`src/rtl/rbi_pkg.sv`:
```
package rbi_pkg;

	localparam int COORD_WIDTH = 32;
	localparam int FRAC_BITS   = 16;

	localparam logic [2:0] REG_MIN_X      = 3'd0;
	localparam logic [2:0] REG_MIN_Y      = 3'd1;
	localparam logic [2:0] REG_MIN_Z      = 3'd2;
	localparam logic [2:0] REG_SIZE_X     = 3'd3;
	localparam logic [2:0] REG_SIZE_Y     = 3'd4;
	localparam logic [2:0] REG_SIZE_Z     = 3'd5;
	localparam logic [2:0] REG_REFRACTIVE = 3'd6;

	localparam logic [2:0] FACE_HIGH_X = 3'd3;

	// per-ray control travelling alongside the face results
	typedef struct packed {
		logic       v;
		logic [2:0] dneg;
		logic [2:0] dpos;
	} ray_ctl_t;

endpackage

```
`src/rtl/rbi_div.sv`:
```
module rbi_div #(
	parameter int CW = rbi_pkg::COORD_WIDTH
) (
	input  logic          clk,
	input  logic          en,
	input  logic [CW-1:0] rem_in,
	input  logic [CW-2:0] low_in,
	input  logic [CW-1:0] den_in,
	output logic [CW-2:0] quo
);
	localparam int QW = CW - 1;

	// restoring division, one quotient bit per stage; rem_in must be below den_in
	logic [CW-1:0] rem_s [QW];
	logic [QW-1:0] low_s [QW];
	logic [CW-1:0] den_s [QW];
	logic [QW-1:0] quo_s [QW];

	for (genvar k = 0; k < QW; k++) begin : g_step
		logic [CW-1:0] rem_p;
		logic [CW-1:0] den_p;
		logic [QW-1:0] low_p;
		logic [QW-1:0] quo_p;
		logic [CW:0]   trial;
		logic [CW:0]   diff;

		if (k == 0) begin : g_first
			assign rem_p = rem_in;
			assign den_p = den_in;
			assign low_p = low_in;
			assign quo_p = '0;
		end else begin : g_next
			assign rem_p = rem_s[k-1];
			assign den_p = den_s[k-1];
			assign low_p = low_s[k-1];
			assign quo_p = quo_s[k-1];
		end

		assign trial = {rem_p, low_p[QW-1]};
		assign diff  = trial - {1'b0, den_p};

		always_ff @(posedge clk) begin
			if (en) begin
				rem_s[k] <= diff[CW] ? trial[CW-1:0] : diff[CW-1:0];
				low_s[k] <= {low_p[QW-2:0], 1'b0};
				den_s[k] <= den_p;
				quo_s[k] <= {quo_p[QW-2:0], ~diff[CW]};
			end
		end
	end

	assign quo = quo_s[QW-1];
endmodule

```
`config.mk`:
```
export PLATFORM = sky130hd
export DESIGN_NAME = rbi_div
export DESIGN_NICKNAME = d
export VERILOG_FILES = /design/src/rtl/rbi_pkg.sv /design/src/rtl/rbi_div.sv
export SDC_FILE = /design/constraint.sdc
export NUM_CORES = 2
export LEC_CHECK = 0
export ABC_AREA = 0
export BUFFER_PORTS_ARGS = -buffer_cell sky130_fd_sc_hd__clkbuf_2
export CORE_MARGIN = 4
export CORE_UTILIZATION = 50
export DETAILED_ROUTE_END_ITERATION = 10
export GPL_TIMING_DRIVEN = 0
export PLACE_DENSITY = 0.72
export RECOVER_POWER = 50
export SLEW_MARGIN = 10
export SYNTH_ARGS = -nofsm -noshare
export SYNTH_HDL_FRONTEND = slang
export SYNTH_SLANG_ARGS = --single-unit
```
`constraint.sdc`:
```
create_clock -name clk -period 5.2 [get_ports clk]
set_input_delay 1.04 -clock clk [delete_from_list [all_inputs] [get_ports clk]]
set_output_delay 1.04 -clock clk [all_outputs]
set_load 0.02 [all_outputs]
```
After elaboration in Yosys (flattened, before gate mapping)
Memory sizes are Yosys's and may differ from the RTL's.
Cells that the tools add are included.
{"block": "op_classes", "add_sub_neg": 31, "n_mux": 33, "bitwise_logic": 31}
{"operator": "subtractor 33 x 32 -> 33 bit", "n": 31}
{"operator": "2-to-1 mux 32 bit", "n": 31}
{"operator": "NOT 1 bit", "n": 31}
{"operator": "2-to-1 mux 1 bit", "n": 2}
{"block": "word_totals", "reg_bits": 0, "ramBits": 3875, "input_bits": 97, "out_inout_bits": 31, "word_cells": 99, "memories": 4}
{"memory": "den_s", "depth": 31, "width": 32, "rd": 30, "rd_ports_with_merged_regs": 0, "wr": 31, "line": "rbi_div.sv:16", "source": "logic [CW-1:0] den_s [QW];"}
{"memory": "rem_s", "depth": 31, "width": 32, "rd": 30, "rd_ports_with_merged_regs": 0, "wr": 31, "line": "rbi_div.sv:14", "source": "logic [CW-1:0] rem_s [QW];"}
{"memory": "quo_s", "depth": 31, "width": 31, "rd": 31, "rd_ports_with_merged_regs": 0, "wr": 31, "line": "rbi_div.sv:17", "source": "logic [QW-1:0] quo_s [QW];"}
{"memory": "low_s", "depth": 31, "width": 30, "rd": 30, "rd_ports_with_merged_regs": 0, "wr": 31, "line": "rbi_div.sv:15", "source": "logic [QW-1:0] low_s [QW];"}

Longest topological paths before layout
An unclocked memory read counts as a cell.
{"block": "depth", "ltp_word": 3, "ltp_mapped": 16, "mapped_depth_nobuf": 14}

Least setup slack after synthesis
No wires, ideal clock.
{"block": "synth_path", "kind": "input to register", "from": "in low_in[30]", "to": "mem rem_s[0][10] (netlist bit) (data pin)", "setup_ps": 260, "t_arrival_ps": 3980, "required_ps": 4940, "slack_ps": 961, "stages": 14, "n_path_buf": 1, "path_cell_list": "inv_1 ha_1 fa_1 nand2b_1 a21oi_1 o21ai_0 a21boi_0 o211ai_1 a31oi_1 a31oi_1 mux2_2 nand2_1 buf_2 mux2_2"}
{"item": "from (decl)", "line": "rbi_div.sv:7", "source": "input logic [CW-2:0] low_in,"}
{"item": "to (decl)", "line": "rbi_div.sv:14"}

==> metrics <==
Post-DP HPWL=between 200000 and 250000 um; Post-synth ARST share=0%; vias in the first global route=between 90000 and 100k; status=finished with violations; sequential cell area=86500 um2; TritonCTS Buffers=between 300 and 400; post-route cell area=~160000 um2; minimum clock period after layout=approximately 5000 ps; clk sink count=approximately 2900; max-cap violations=6; FMAX=~200 MHz; actual slew at the worst max-slew pin=4160 ps; wire per inst=~19 um; Worst-path clk slew=approximately 60 ps; Yosys top cell area share=approximately three fifths; FF+latch count, synth=2881; met3 wire len=18300 um; failing checks=max-capacitance violations, max-slew violations; slew margin rel.=-177%; Min Hold Slack=~330 ps; IO Pins=approximately 130; ANT nets after route=0; vias per cell=5.58; max-slew violation count=between 500 and 600; initial core utilization=50.3%; Net Count, Synth=between 10000 and 15000; WL met2=143000 um; Met1 Wirelength=roughly 130000 um; via count=a little over 90000; largest area contributor in the netlist=edfxtp_1; nets@finish=13181; DR iter-0 viols=6475; Post-synth EDFFs=between 2000 and 3000; Ys Warns=0; All-Layer GR Usage=approximately 20%; H-tree depth=5; Hold Path Class=in2reg; Worst VDD drop=~0.32 mV; sequential area share after synthesis=about 58%; P&R area growth vs syn=11.2%; crit start category=flip-flop; dpl cell area=between 150000 and 200000 um2; Worst Path Required=about 5700 ps; critical path capture point type=flip-flop; CP Max Fanout=10; Die W=552 um; multi-input logic area=~56000 um2; Setup-failing EPs final=0; largest net degree at the start of global routing=roughly 120; leak pwr=between 0.06 and 0.07 uW; Filler Cells Inserted=roughly 24000; top cells by area, synth=edfxtp_1 58%, ha_1 8.4%, mux2_2 4.9%, inv_1 3.1%, xnor2_1 3.0%; pwr/cell area=676 nW/um2; highest routed layer=met5; Synth Flop Type=edfxtp_1; most common cell in the netlist=edfxtp_1; RSZ-0062 raised after global routing=false; Die ar.=between 300000 and 400000 um2; worst clock skew=52.2 ps; antenna violations before repair=17; first-pass GRT wire length=~490000 um; Chip Height=552 um; total gr overflow=0; Syn Inst Count=11584; Avg Inst Size Synth=12.8 um2; DR DRC count=0; WP data arrival=~5600 ps; Buffers on Ports=between 100 and 150; fraction of layout cells with a size suffix above 1=around 12%; Commonest cells post-synth=2881 x edfxtp_1, 1205 x inv_1, 991 x ha_1, 800 x a21oi_1, 650 x mux2_2; CTS tree=yes; Clock Latency Late Sink=around 890 ps; final RePlAce weighted congestion=0.943; Root Driver=clkbuf_16; drt total wl=around 310000 um; # rows=199; critical setup path kind=reg2reg; Unique masters post-synth=108; synthesized area=approximately 150000 um2; core region area=294000 um2; drt pass-1 iters=6; Final Hold Vio Count=0; final cycle utilization of the critical path=97.8%; Clock Tree Buf Depth=4
-- final timing paths --
| kind | slack (ps) | start | end | depth (start not counted) |
|---|---|---|---|---|
| worst min-delay path | 330 | low_in[23] | low_s[0][23] | 1 |
| worst max-delay path | 120 | den_s[1][105] | rem_s[1][153] | 15 |
| worst min register to register | 400 | quo_s[1][314] | quo_s[1][346] | 0 |
| worst max register to register | 120 | den_s[1][105] | rem_s[1][153] | 15 |
-- cells by family (layout without fill, tap and decap cells) --
kind of cell             Yosys count  count (layout)  share of synthesized area [%]
buffers and inverters           1420            2148                           3.75
flip-flops                      2881            2881                           58.4
other                              0               4                              0
AND/OR/NAND/NOR                 1972            1972                           6.48
adder cells (fa/ha/maj)         1021            1021                           8.78
multiplexers                     774             774                           5.97
XOR/XNOR                         826             826                           4.91
AO/OA/AOI/OAI                   2690            2690                           11.7
-- layout by cell type (no fill, tap or decap), drive strengths merged, types with 36 or more instances in the layout --
| cell | n |
|---|---|
| nand3 | 170 |
| a21oi | 802 |
| o31a | 37 |
| mux2 | 715 |
| mux2i | 59 |
| nor2 | 463 |
| a31oi | 104 |
| a221oi | 36 |
| o21ai | 607 |
| edfxtp | 2881 |
| xor2 | 310 |
| and3 | 71 |
| or3 | 49 |
| nor2b | 154 |
| o21bai | 67 |
| nand4 | 115 |
| clkbuf | 638 |
| nand2b | 114 |
| nand2 | 570 |
| buf | 118 |
| o31ai | 54 |
| nor3 | 97 |
| a21o | 466 |
| xnor2 | 516 |
| o211ai | 40 |
| clkinv | 124 |
| a211oi | 71 |
| inv | 1224 |
| ha | 991 |
| o21a | 137 |
-- critical path: stages (launching register included) --
cell      delay [ps]
edfxtp_1         580
inv_1            100
ha_1             340
a21o_1           200
a21oi_1          140
o21ai_0          100
a211oi_2         340
o21a_1           250
o21ai_1          160
a221o_1          440
a21o_1           250
a311oi_2         670
buf_2            400
buf_4            240
nand2_1           70
o21ai_0          430
-- layout make-up --
cell class | count | share of cell area [%]
Antenna cell | 4 | 0.00608
Buffer | 213 | 0.633
Clock buffer | 379 | 4.99
Clock inverter | 184 | 1.10
Inverter | 1207 | 2.75
Multi-Input combinational cell | 7283 | 34.1
Sequential cell | 2881 | 52.6
Tap cell | 3919 | 2.98
Timing Repair Buffer | 165 | 0.842
-- metal layers --
layer / GRT usage, % / vias to the layer above
li1: - / 43899
met1: 26.2 / 43639
met5: 0 / -
met3: 3.50 / 650
met4: 7.94 / 2
met2: 32.4 / 2388
-- timing repair --
action,in CTS,in global routing
pin swaps,0,2
buffers inserted,0,3
endpoints found under the setup margin,166,209
hold buffers,0,0
resized for setup,14,24
-- registers in the layout, indices dropped and copies added, names as in the netlist --
| signal | count |
|---|---|
| rem_s | 960 |
| den_s | 960 |
| low_s | 465 |
| quo_s | 496 |
-- where the power goes --
group / internal [uW] / leakage [uW] / switching [uW]
registers: 34200 / 0.0282 / 3170
clock network: 12800 / 0.00488 / 8940
logic: 23600 / 0.0333 / 28600
-- metrics by stage --
step	TNS (ps)	utilization, %	instances	power, uW	worst slack, ps
2_1_floorplan	0	-	11584	75300	961
3_3_place_gp	-	52.2	15630	89400	-46700
3_5_place_dp	-63990	52.5	15664	89000	-911
4_1_cts	0	55.9	16227	112000	30.0
5_1_grt	0	55.9	16232	119000	2.01
6_report	0	55.9	16235	111000	116
No activity file was read; power rests on OpenSTA's default activity.
