<file path="config.mk">
export PLATFORM = sky130hd
export DESIGN_NAME = rbi_select_flat
export DESIGN_NICKNAME = d
export VERILOG_FILES = /design/src/rtl/rbi_pkg.sv /design/src/rtl/rbi_ifs.sv /design/src/rtl/rbi_select.sv /design/src/flat_wrapper.sv
export SDC_FILE = /design/constraint.sdc
export NUM_CORES = 1
export LEC_CHECK = 0
export BUFFER_PORTS_ARGS = -buffer_cell sky130_fd_sc_hd__buf_2
export CAP_MARGIN = 0
export CORE_MARGIN = 5
export CORE_UTILIZATION = 45
export DETAILED_ROUTE_END_ITERATION = 8
export GPL_TIMING_DRIVEN = 0
export HOLD_SLACK_MARGIN = 0.15
export PLACE_DENSITY = 0.68
export SYNTH_ARGS = -nofsm -noshare
export SYNTH_HDL_FRONTEND = slang
export SYNTH_SLANG_ARGS = --single-unit
</file>
<file path="constraint.sdc">
create_clock -name clk -period 6.2 [get_ports clk]
set_input_delay 0.93 -clock clk [delete_from_list [all_inputs] [get_ports clk]]
set_output_delay 0.93 -clock clk [all_outputs]
set_load 0.05 [all_outputs]
</file>
<file path="src/rtl/rbi_pkg.sv">
package rbi_pkg;

	localparam int COORD_WIDTH = 32;
	localparam int FRAC_BITS   = 16;

	localparam logic [2:0] REG_MIN_X      = 3'd0;
	localparam logic [2:0] REG_MIN_Y      = 3'd1;
	localparam logic [2:0] REG_MIN_Z      = 3'd2;
	localparam logic [2:0] REG_SIZE_X     = 3'd3;
	localparam logic [2:0] REG_SIZE_Y     = 3'd4;
	localparam logic [2:0] REG_SIZE_Z     = 3'd5;
	localparam logic [2:0] REG_REFRACTIVE = 3'd6;

	localparam logic [2:0] FACE_HIGH_X = 3'd3;

	// per-ray control travelling alongside the face results
	typedef struct packed {
		logic       v;
		logic [2:0] dneg;
		logic [2:0] dpos;
	} ray_ctl_t;

endpackage

</file>
<file path="src/rtl/rbi_ifs.sv">


interface rbi_res_if #(parameter int CW = rbi_pkg::COORD_WIDTH);
	logic valid;
	logic ready;
	logic hit;
	logic [CW-2:0] distance;
	logic [2:0] face;
	logic inside_res;

	modport source (output valid, hit, distance, face, inside_res, input ready);
	modport sink (input valid, hit, distance, face, inside_res, output ready);
endinterface

</file>
<file path="src/rtl/rbi_select.sv">
module rbi_select #(
	parameter int CW = rbi_pkg::COORD_WIDTH
) (
	input  logic              clk,
	input  logic              arst_n,
	input  logic              en,
	input  logic              refractive,
	input  rbi_pkg::ray_ctl_t ctl,
	input  logic              ok [6],
	input  logic [CW-2:0]     t [6],
	rbi_res_if.source         res
);
	localparam int QW = CW - 1;

	logic              okp_c [3];
	logic [QW-1:0]     tp_c  [3];
	logic [2:0]        fp_c  [3];

	logic              okp_s1 [3];
	logic [QW-1:0]     tp_s1  [3];
	logic [2:0]        fp_s1  [3];
	rbi_pkg::ray_ctl_t ctl_s1;

	logic              hit_c;
	logic [QW-1:0]     t_c;
	logic [2:0]        f_c;
	logic              inside_c;

	// pairwise pick, lower face on equal distance
	for (genvar p = 0; p < 3; p++) begin : g_pair
		logic a_wins;
		assign a_wins  = ok[2*p] && (!ok[2*p+1] || t[2*p] <= t[2*p+1]);
		assign okp_c[p] = ok[2*p] || ok[2*p+1];
		assign tp_c[p]  = a_wins ? t[2*p] : t[2*p+1];
		assign fp_c[p]  = a_wins ? 3'(2*p) : 3'(2*p+1);
	end

	always_comb begin
		logic [1:0] ax;
		logic       leaving;
		hit_c = okp_s1[0];
		t_c   = tp_s1[0];
		f_c   = fp_s1[0];
		for (int p = 1; p < 3; p++) begin
			if (okp_s1[p] && (!hit_c || tp_s1[p] < t_c)) begin
				hit_c = 1'b1;
				t_c   = tp_s1[p];
				f_c   = fp_s1[p];
			end
		end
		ax = (f_c >= rbi_pkg::FACE_HIGH_X) ? 2'(f_c - rbi_pkg::FACE_HIGH_X) : f_c[1:0];
		leaving = 1'b0;
		if (ax != 2'd3) begin
			leaving = (f_c < rbi_pkg::FACE_HIGH_X) ? ctl_s1.dneg[ax] : ctl_s1.dpos[ax];
		end
		inside_c = hit_c && refractive && leaving;
	end

	always_ff @(posedge clk or negedge arst_n) begin
		if (!arst_n) begin
			ctl_s1    <= '0;
			res.valid <= 1'b0;
		end else if (en) begin
			ctl_s1    <= ctl;
			res.valid <= ctl_s1.v;
		end
	end

	always_ff @(posedge clk) begin
		if (en) begin
			for (int p = 0; p < 3; p++) begin
				okp_s1[p] <= okp_c[p];
				tp_s1[p]  <= tp_c[p];
				fp_s1[p]  <= fp_c[p];
			end
			res.hit        <= hit_c;
			res.distance   <= hit_c ? t_c : '0;
			res.face       <= hit_c ? f_c : '0;
			res.inside_res <= inside_c;
		end
	end
endmodule

</file>
<file path="src/flat_wrapper.sv">
// flat-port wrapper written by rule: the top's interface ports become plain ports
module rbi_select_flat 
#(
	parameter int CW = rbi_pkg::COORD_WIDTH
)
  (clk, arst_n, en, refractive, ctl, ok, t, res_valid, res_hit, res_distance, res_face, res_inside_res, res_ready);
  rbi_res_if #(.CW(CW)) res_i ();
  input  logic clk;
  input  logic arst_n;
  input  logic en;
  input  logic refractive;
  input  rbi_pkg::ray_ctl_t ctl;
  input  logic ok[6];
  input  logic [CW-2:0] t[6];
  output wire logic [$bits(res_i.valid)-1:0] res_valid;
  output wire logic [$bits(res_i.hit)-1:0] res_hit;
  output wire logic [$bits(res_i.distance)-1:0] res_distance;
  output wire logic [$bits(res_i.face)-1:0] res_face;
  output wire logic [$bits(res_i.inside_res)-1:0] res_inside_res;
  input wire logic [$bits(res_i.ready)-1:0] res_ready;
  assign res_valid = res_i.valid;
  assign res_hit = res_i.hit;
  assign res_distance = res_i.distance;
  assign res_face = res_i.face;
  assign res_inside_res = res_i.inside_res;
  assign res_i.ready = res_ready;
  rbi_select #(.CW(CW)) u_core (.clk(clk), .arst_n(arst_n), .en(en), .refractive(refractive), .ctl(ctl), .ok(ok), .t(t), .res(res_i));
endmodule
</file>
-- Word level (Yosys, flattened, before mapping)
Memory sizes are Yosys's and may differ from the RTL's.
Index checks and enable logic that the tools add are counted.
- register bits: 44
- latch bits: 0
- RAM bits: 105
- bits in read-only memories: 0
- input bits: 204
- output and inout bits: 37
- logic and storage cells: 62
- memories kept: 3
- add/subtract/negate cells: 1
- $mul: 0
- divide/modulo/power cells: 0
- $lt $le $gt $ge: 8
- equality and inequality tests: 1
- shift-type cells: 0
- multiplexer cells: 21
- bitwise gates (word level): 0
- reduce and logical (&&, ||, !) cells: 20
- memory list (name ; words ; bits a word ; read ports ; clocked after memory_dff ; write ports ; line ; source):
    u_core.tp_s1 ; 3 ; 31 ; 3 ; 0 ; 3 ; rbi_select.sv:20 ; logic [QW-1:0] tp_s1 [3];
    u_core.fp_s1 ; 3 ; 3 ; 3 ; 0 ; 3 ; rbi_select.sv:21 ; logic [2:0] fp_s1 [3];
    u_core.okp_s1 ; 3 ; 1 ; 3 ; 0 ; 3 ; rbi_select.sv:19 ; logic okp_s1 [3];
- operators with widths (cell ; count):
    $mux W31 ; 5
    $le A31 B31 Y1 ; 3
    $lt A31 B31 Y1 ; 2
    $mux W1 ; 11
    $logic_or A1 B1 Y1 ; 8
    $logic_and A1 B1 Y1 ; 7
    $mux W3 ; 2
    $logic_not A1 Y1 ; 5
    $bmux W1 S2 ; 2
    $ge A3 B2 Y1 const B ; 1
    $lt A2 B3 Y1 const B ; 1
    $lt A3 B2 Y1 const B ; 1
    $mux W2 ; 1
    $ne A2 B2 Y1 const B ; 1
    $sub A2 B2 Y2 const B ; 1

-- Depth between registers and ports, before layout
An unclocked memory read counts as a cell.
- depth after elaboration: 16
- depth in mapped cells: 27
- depth with buffers taken out: 23

-- Least setup slack after synthesis
Ideal clock, no wire load.
- path kind: register to register
- from: memory u_core.tp_s1[0][60] (netlist name)
- to: register u_core.res.inside_res (data pin)
- library setup time: 273 ps
- arrival: 4983 ps
- data required time: 5927 ps
- slack: 944 ps
- stages on the path, launching flop included: 24
- path buffers: 3
- period minus slack after synthesis: 5256 ps
- path through: edfxtp_1 ha_1 a21oi_1 nand2_1 a221oi_2 a32oi_1 a41oi_2 clkbuf_1 clkbuf_1 nor2_1 a21oi_1 ha_1 a21oi_1 nor3_1 o21a_1 a311o_1 a211o_1 o21ba_1 buf_6 mux2_1 ha_1 o41ai_1 o31a_1 a32oi_1
- RTL lines (element ; line ; source):
    start: declaration ; rbi_select.sv:20 ;
    end signal: assignment ; rbi_select.sv:79 ; res.inside_res <= inside_c;
    end: declaration ; rbi_ifs.sv:11 ; modport source (output valid, hit, distance, face, inside_res, input ready);

==> results.json <==
{
  "initial_core_util_pct": 45.34,
  "cap_violations": 0,
  "placed_area_um2": 12590,
  "synth_simple_gate_area_share_pct": 12.46,
  "num_vias": 9552,
  "gp_congestion": 0.9136,
  "setup_viol": 0,
  "hold_class": "in -> async",
  "grt_pass1_wl_mm": 47.71,
  "ys_ff_latch": 143,
  "fmax_mhz": 174.2,
  "path_max_fanout": 10,
  "cts_root_buf": "clkbuf_16",
  "rows": 57,
  "synth_xor_area_share_pct": 0,
  "syn-num-nets": 1465,
  "cts_max_path_buffers": 2,
  "wl_met2_mm": 14.66,
  "powerDensity_nw_per_um2": 257.2,
  "grt_pass1_vias": 9262,
  "highest_layer": "met5",
  "die_h_um": 166.1,
  "dr_wl_met3_mm": 2.216,
  "die_w_um": 166.1,
  "clkTransAtPathRegs_ns": 0.06,
  "maxSlewHeadroom_pct": 43.76,
  "synthAdderAreaFrac_pct": 17.58,
  "grt_util_all_layers_pct": 21.38,
  "clkLatencyLatePin_ns": 0.43,
  "drcViolationCount": 0,
  "cts_made_buffers": 17,
  "drive_above_1_share_pct": 22.55,
  "setup_tns_ns": 0,
  "skew_ns": 0.01540,
  "dieArea_um2": 27580,
  "synth_top_family_by_area": "adder cells",
  "core_area_um2": 24180,
  "antenna_found_initial": 1,
  "synth_area_leaders": "edfxtp_1 (37%), ha_1 (18%), mux2_1 (6.2%), inv_1 (4.5%), a21oi_1 (3.6%)",
  "power_leakage_nw": 6.132,
  "nets": 1726,
  "final_cell_area_um2": 13230,
  "area_growth_pct": 20.66,
  "synth_area_leader_cell": "edfxtp_1",
  "ioPinCount": 241,
  "cts_tree": "built",
  "worstPathRequired_ns": 6.35,
  "rsz0062_at_grt": "false",
  "cp-start-kind": "register",
  "routedWlPerCell_um": 18.02,
  "wl_met1_mm": 13.14,
  "r2r_end": "u_core.res.inside_res",
  "drt_first_iter_violations": 821,
  "place_ws_ns": -0.1007,
  "grt_start_max_net_pins": 73,
  "synthesis.area_um2": 10960,
  "clock-sinks": 143,
  "firstDrtPassIters": 6,
  "worstRegToRegCells": 22,
  "drt-vias-per-instance": 5.606,
  "hold_ws_ns": 0.3444,
  "setup_ws_ns": 0.4611,
  "ys_async_sr_fraction_pct": 5.594,
  "ant_nets": 0,
  "overflow": 0,
  "ys_warn_count": 0,
  "regToRegSetupSlack_ns": 0.46,
  "io_buffers": 238,
  "tightest_slew_ns": 0.8327,
  "ys.flop_type": "edfxtp_1",
  "slew_violations": 0,
  "synth_edf_count": 135,
  "min_period_ns": 5.739,
  "status": "finished, final reports clean",
  "cp_data_arrival_time_ns": 5.89,
  "htreeDepth": 4,
  "hold_viol_final": 0,
  "ys_types": 49,
  "synth_cells": 1107,
  "wl_mm": 30.70,
  "period_share_pct": 92.56,
  "synth_compound_gate_area_share_pct": 16.65,
  "rr_startpoint": "u_core.tp_s1[0][60]",
  "muxShareOfSynthArea_pct": 7.864,
  "critPathKind": "reg -> reg",
  "synth-seq-area-share_pct": 38.81,
  "vdd_drop_max_v": 0.0001929,
  "place_hpwl_mm": 24.23,
  "end_kind": "register",
  "avgSynthCellArea_um2": 9.902,
  "synth.top_cell.area_share_pct": 36.98
}
## metrics by stage
stage                     util (%)  total power, mW  instances
after floorplan                  -            2.013       1107
after global placement       51.94            2.364       1669
after detailed placement     52.08            2.382       1670
after CTS                    54.53            3.407       1700
after global routing         54.70            3.602       1703
final                        54.71            3.402       1704
## metal layers
metal | track usage (%) | vias up
met4 | 5.882 | 2
met5 | 0 | -
met3 | 4.523 | 42
met2 | 35.32 | 371
li1 | - | 4652
met1 | 28.63 | 4485
## state kept, by name, summed over array words and instances (netlist names)
name and cells:
u_core.ctl_s1 7, u_core.tp_s1 93, u_core.okp_s1 3, u_core.fp_s1 3, u_core.res.hit 1, u_core.res.distance 31
u_core.res.valid 1, u_core.res.face 3, u_core.res.inside_res 1
## area by class of cell
cell class	instances	area, um^2
Antenna cell	1	2.502
Buffer	54	245.2
Clock buffer	18	429.2
Clock inverter	12	145.1
Fill cell	2188	10950
Inverter	130	488.0
Multi-Input combinational cell	780	6010
Sequential cell	143	4254
Tap cell	324	405.4
Timing Repair Buffer	242	1247
## worst max-delay path: stages, from the launching register on
cell and delay [ns]:
edfxtp_1 0.41, ha_1 0.33, a21oi_1 0.15, nand2_1 0.08, a221oi_2 0.26, a32oi_1 0.14, a41oi_2 0.25, clkbuf_4 0.27
clkbuf_1 0.44, a21oi_1 0.24, ha_1 0.33, a21o_1 0.16, a21oi_1 0.14, o21ai_0 0.10, a21o_1 0.18, a211o_1 0.31
o21ba_1 0.23, buf_6 0.13, mux2_1 0.35, ha_1 0.29, o41ai_2 0.40, o31a_1 0.20, a32oi_1 0.06
## logic make-up (layout without fill, tap and decap cells)
logic type / after synthesis / in the layout
and+or+nand+nor: 278 / 278
AOI/OAI and AO/OA: 271 / 271
buffers and inverters: 184 / 456
adders and majority gates: 154 / 154
DFF: 143 / 143
muxes: 77 / 77
other: 0 / 1
## cells in the final DEF (no fill, tap or decap), types with 28 or more instances in the layout
cell type and instances:
buf_2 248, ha_1 154, edfxtp_1 135, inv_1 130
a21oi_1 75, nand3_1 72, nand2_1 61, mux2_1 60
nor2_1 52, clkbuf_1 37, a21o_1 36, o211ai_1 32
o31ai_1 32, or3_1 32, a22oi_1 31, nand4_1 28
## repair_timing
action                                  CTS  global route
hold buffers                              0             0
buffers inserted                          0             3
endpoints found under the setup margin    1             1
pin swaps                                 0             3
gates resized for setup                   4             8
## how the worst max path moves through the flow
stage | start | endpoint | cells past startpoint
3_5_place_dp | u_core.tp_s1[0][60] | u_core.res.inside_res | 23
4_1_cts | u_core.tp_s1[0][37] | u_core.res.inside_res | 22
3_3_place_gp | u_core.tp_s1[0][6] | u_core.res.inside_res | 23
2_1_floorplan | u_core.tp_s1[0][60] | u_core.res.inside_res | 23
6_report | u_core.tp_s1[0][60] | u_core.res.inside_res | 22
5_1_grt | u_core.tp_s1[0][60] | u_core.res.inside_res | 23
## cells in the mapped netlist (all sizes together), types with 2 or more instances
| library cell | number |
|---|---|
| a21o | 36 |
| a21oi | 78 |
| a22oi | 31 |
| a32oi | 3 |
| buf | 15 |
| clkbuf | 39 |
| dfrtp | 8 |
| edfxtp | 135 |
| ha | 154 |
| inv | 130 |
| mux2 | 73 |
| mux2i | 4 |
| nand2 | 61 |
| nand2b | 6 |
| nand3 | 72 |
| nand4 | 28 |
| nor2 | 52 |
| nor2b | 11 |
| nor3 | 7 |
| nor4 | 3 |
| o2111ai | 2 |
| o211ai | 32 |
| o21a | 13 |
| o21ai | 27 |
| o31a | 2 |
| o31ai | 32 |
| o41ai | 4 |
| or2 | 3 |
| or3 | 32 |
## where the power goes
| group | internal [mW] | switching, mW |
|---|---|---|
| sequential | 1.22 | 0.0621 |
| clock | 0.624 | 0.385 |
| combinational | 0.408 | 0.706 |
| total | 2.25 | 1.15 |
Note: power is estimated with default switching activity, not from simulation.
